`src/sv/tun_digit.sv`:
```
// ----------------------------------------------------------------------------
// tun_digit: one bit of the rounded unit component
// Tries to set bit K of the result by one restoring step on the tracked error.
// ----------------------------------------------------------------------------
module tun_digit #(
  parameter int W  = 135,
  parameter int SW = 102,
  parameter int RW = 15,
  parameter int K  = 0
) (
  input  logic                 clk,
  input  logic                 en,
  input  logic signed [W-1:0]  e_in,
  input  logic signed [W-1:0]  p_in,
  input  logic        [SW-1:0] s_in,
  input  logic        [RW-1:0] r_in,
  output logic signed [W-1:0]  e_out,
  output logic signed [W-1:0]  p_out,
  output logic        [RW-1:0] r_out
);

  logic signed [W-1:0] s_ext;
  logic signed [W-1:0] p_term;
  logic signed [W-1:0] s_term;
  logic signed [W-1:0] trial;
  logic                take;

  // E tracks 4*n^2*2^(2F) - (2r-1)^2*s, P tracks (2r-1)*s
  assign s_ext  = W'(s_in);
  assign p_term = p_in <<< (K + 2);
  assign s_term = s_ext <<< (2 * K + 2);
  assign trial  = e_in - (p_term + s_term);
  assign take   = !trial[W-1];

  always_ff @(posedge clk) begin
    if (en) begin
      if (take) begin
        e_out <= trial;
        p_out <= p_in + (s_ext <<< (K + 1));
        r_out <= r_in | (RW'(1) << K);
      end else begin
        e_out <= e_in;
        p_out <= p_in;
        r_out <= r_in;
      end
    end
  end

endmodule

```
`config.mk`:
```
export PLATFORM = sky130hd
export DESIGN_NAME = tun_digit
export DESIGN_NICKNAME = d
export VERILOG_FILES = /design/src/sv/tun_digit.sv
export SDC_FILE = /design/constraint.sdc
export NUM_CORES = 1
export LEC_CHECK = 0
export BUFFER_PORTS_ARGS = -buffer_cell sky130_fd_sc_hd__buf_2
export CAP_MARGIN = 20
export CELL_PAD_IN_SITES_DETAIL_PLACEMENT = 0
export CELL_PAD_IN_SITES_GLOBAL_PLACEMENT = 1
export CORE_MARGIN = 3
export CORE_UTILIZATION = 42
export DETAILED_ROUTE_END_ITERATION = 6
export PLACE_DENSITY_LB_ADDON = 0.1
export SLEW_MARGIN = 25
export SYNTH_ARGS = -nofsm -noshare
export SYNTH_HDL_FRONTEND = slang
export SYNTH_SLANG_ARGS = --single-unit
```
`constraint.sdc`:
```
create_clock -name clk -period 6.29 [get_ports clk]
set_clock_uncertainty 0.05 [all_clocks]
set_input_delay 1.258 -clock clk [delete_from_list [all_inputs] [get_ports clk]]
set_output_delay 1.258 -clock clk [all_outputs]
set_load 0.005 [all_outputs]
```
# --- Yosys cells after proc, flatten, opt, wreduce, memory -nomap -nowiden ---
# Cells that the tools add are included.
op_classes:
  add_sub_neg: 3
  n_mux: 2
op_table:
  columns: ["cell", "count"]
  rows:
  - ["$add 135x104->135", 1]
  - ["$add 135x105->135", 1]
  - ["$mux 135", 1]
  - ["$sub 135x135->135", 1]
  - ["$mux 134", 1]
totals:
  reg_bits: 285
  inputBits: 389

# --- Logic depth before layout (Yosys ltp) ---
depth:
  word_depth: 3
  mapped_depth: 19
  depth_no_buf: 16

# --- Worst setup path after synthesis ---
# Ideal clock, no wire load.
synth_path:
  path_kind: "input port to flip-flop"
  from: "input e_in[4]"
  to: "register p_out[120], data pin"
  setup_time_ns: 0.266
  t_arrival_ns: 4.906
  required_ns: 5.974
  slack_ns: 1.068
  path_stages: 18
  n_path_buf: 2
  path_cell_list: "inv_1 fa_1 inv_1 ha_1 o211ai_1 a21oi_1 o21bai_1 a2111o_1 a2111oi_4 a31oi_2 a211oi_2 o31ai_1 o311ai_4 buf_4 nand3b_4 buf_4 nor3_1 xor2_1"
synth_between:
  elab_chain_len: 2
synth_rtl:
  columns: ["item", "line", "text"]
  rows:
  - ["start, declared", "13", "input logic signed [W-1:0] e_in,"]
  - ["$sub 135x135->135", "32", "assign trial = e_in - (p_term + s_term);"]
  - ["$mux 135", "37", "if (take) begin"]
  - ["end signal, assigned", "39", "p_out <= p_in + (s_ext <<< (K + 1));"]
  - ["end signal, assigned", "43", "p_out <= p_in;"]
  - ["end, declared", "18", "output logic signed [W-1:0] p_out,"]
# Every way passes these cells.
# A chain may end at the register's enable or synchronous reset.

# --- Final worst setup path ---
layout_path:
  from: "input p_in[5]"
  to: "register e_out[82], data pin"
layout_between:
  elab_chain_len: 3
layout_rtl:
  columns: ["item", "line", "text"]
  rows:
  - ["start, declared", "14", "input logic signed [W-1:0] p_in,"]
  - ["$add 135x105->135", "32", null]
  - ["$sub 135x135->135", "32", null]
  - ["$mux 134", "37", null]
  - ["end signal, assigned", "38", "e_out <= trial;"]
  - ["end signal, assigned", "42", "e_out <= e_in;"]
  - ["end, declared", "17", "output logic signed [W-1:0] e_out,"]
# Every way passes these cells.

==> results.json <==
{
  "clock-sinks": 285,
  "synth_ff_type": "edfxtp_1",
  "maxSlewViolCount": 0,
  "overflow": 0,
  "routed_wl_um": 122000,
  "most-common-layout-cells": "buf_2 (672), nand2_1 (480), o21ai_0 (405)",
  "finalHoldViolCount": 0,
  "endpoint_kind": "register",
  "layout_commonest_cell": "buf_2",
  "wl_per_cell_um": 23.2,
  "drive_gt1_frac": 0.195,
  "outcome": "finished clean",
  "cp-start-kind": "input pin",
  "core_um2": 70900,
  "synth_top_area_frac": 0.282,
  "cts_buffers": 37,
  "rsz0062_at_grt": "false",
  "avgSynthCellArea_um2": 8.24,
  "period_share": 0.894,
  "start_util": 0.429,
  "synth-warning-count": 0,
  "io_buffers": 673,
  "fin_cells": 5265,
  "synth_area_um2": 30400,
  "hpwl_um": 104000,
  "yosysSeqAreaShare": 0.282,
  "synth_edf_count": 285,
  "max-slew-margin-rel": 0.422,
  "cts_resized": 0,
  "maxCapViolations": 0,
  "area_growth_syn_to_layout_pct": 18.8,
  "synth_area_leaders": "edfxtp_1 (28%), ha_1 (11%), fa_1 (6.8%)",
  "peakVddDrop_v": 0.000232,
  "ctsHoldBuffers": 0,
  "io_pins": 674,
  "grt_first_pass_wirelength_um": 181000,
  "vias_per_cell": 5.65,
  "power.density_nw_per_um2": 276,
  "clk_pin_slew_ps": 60,
  "crit_arrival_ps": 5910,
  "worstPathMaxFanout": 65,
  "min_path_type": "in -> reg",
  "whs_endpoint": "r_out[9]",
  "die_y_um": 275,
  "synth_top_family_by_area": "compound AO/OA/AOI/OAI gates",
  "setup_viol": 0,
  "min_path_cells": 1,
  "worstHoldStart": "r_in[9]",
  "vias": 29700,
  "leakage_uw": 0.0163,
  "synth_compound_area_frac": 0.236,
  "synthesis.nets": 4444,
  "tns_ps": 0,
  "rows": 97,
  "synthArstFlopShare": 0,
  "clock_path_buffers": 3,
  "tightest_slew_ps": 846,
  "dieArea_um2": 75600,
  "antenna_found_initial": 14,
  "grt_pass1_vias": 29200,
  "antenna_left": 0,
  "synthMuxAreaShare": 0.00515,
  "ys_types": 81,
  "synth_fa_ha_area_frac": 0.177,
  "fill_cells": 7165,
  "cts_root_buffer": "clkbuf_16",
  "die_w_um": 275,
  "drc": 0,
  "final_nets": 5045,
  "drt-pass1-iter-count": 6,
  "postCtsSetupBuffers": 0,
  "cts_tree": "done",
  "drt-initial-drc-count": 2455,
  "ys_seq_elements": 285,
  "critPathKind": "in -> reg",
  "gr-usage-all-layers": 0.313,
  "worstPathRequired_ps": 6570,
  "max_freq_mhz": 178,
  "cts_max_level": 2,
  "place_inst": 5188,
  "synth_cells": 3686,
  "layout_min_cycle_time_ps": 5620,
  "yosysTopAreaCell": "edfxtp_1",
  "routabilityCongestion": 0.970,
  "yosys.area_share.simple": 0.156,
  "grt_start_max_net_pins": 125,
  "synth-xor-area-share": 0.0752
}
==> power breakdown <==
part           internal (uW)  total [uW]  switching [uW]
combinational           1830        4920            3090
sequential              2660        2800             133
clock                   1340        2260             921
==> layout make-up <==
| type | instances | area (um^2) | share of cell area |
|---|---|---|---|
| clock inverters | 25 | 317 | 0.00877 |
| well taps | 940 | 1180 | 0.0326 |
| clock buffers | 42 | 945 | 0.0262 |
| inverters | 360 | 1350 | 0.0374 |
| repair buffers | 735 | 3960 | 0.110 |
| multi-input cells | 2868 | 19800 | 0.548 |
| diodes | 10 | 25.0 | 0.000693 |
| flip-flops and latches | 285 | 8560 | 0.237 |
==> through the flow <==
step           instance area (um^2)  setup slack (ps)   util  power, uW  hold WS (ps)
3_5_place_dp                  34800              79.9  0.491       7700          1390
5_1_grt                       36100               438  0.509      10600           781
4_1_cts                       36100               697  0.509      10000           773
6_report                      36100               666  0.509       9980           811
2_1_floorplan                 30400              1070      -       5690          1310
3_3_place_gp                  34800              96.8  0.491       7710          1380
==> layer usage <==
layer	part of all wire	vias up	track usage
met1	0.43	14100	0.420
met3	0.071	175	0.0499
met5	0.00056	-	0
li1	-	14300	-
met2	0.47	1100	0.524
met4	0.028	10	0.0838
==> Yosys cell counts (5+ instances only) <==
master	n
and4_1	6
inv_1	360
nor3_1	46
xnor2_1	155
clkbuf_1	133
nand2_1	480
buf_4	7
nand2b_1	28
a221oi_1	8
nor2_1	201
nand3_1	54
a221o_1	5
nor2b_1	13
or3_1	16
a41oi_1	5
fa_1	103
a31o_2	5
o221ai_1	9
a211o_1	6
o41ai_1	8
o21ai_0	405
xor2_1	106
mux2_2	13
o211ai_1	17
nor4_1	27
and3_1	16
or4_1	5
o21bai_1	70
a21boi_0	26
a21o_1	128
ha_1	266
a21oi_1	354
o21a_1	20
and2_1	16
edfxtp_1	285
o31ai_1	27
buf_2	30
a31oi_1	33
a211oi_1	12
nand4_1	105
nor4_2	5
or2_2	7
==> cells by family after synthesis <==
family / Yosys count
AO/OA/AOI/OAI: 1187
AND/OR/NAND/NOR: 1037
buffers and inverters: 533
adder cells (fa/ha/maj): 369
flip-flops: 285
XOR/XNOR: 261
multiplexers: 14
==> critical path, stage by stage <==
cell and delay [ps]:
buf_2 120, inv_1 70, fa_1 460, ha_1 400
nand4_1 140, a21oi_1 290, o21bai_1 210, a2111o_1 530
a2111oi_4 500, a31oi_2 220, a211oi_2 250, o31ai_1 150
o311ai_4 360, buf_12 180, buf_12 170, buf_12 260
nand2_1 130, o21ai_0 180
==> registers in the layout (all words and copies together), names as in the netlist <==
register,flops
p_out,135
r_out,15
e_out,135
==> how the worst max path moves through the flow <==
stage	startpoint	to	depth (start not counted)
after floorplan	e_in[4]	p_out[120]	18
after global placement	e_in[4]	e_out[82]	19
after detailed placement	e_in[4]	e_out[82]	19
after CTS	e_in[4]	e_out[82]	19
after global routing	e_in[4]	e_out[82]	19
final	p_in[5]	e_out[82]	18
(Power assumes the default switching activity.)
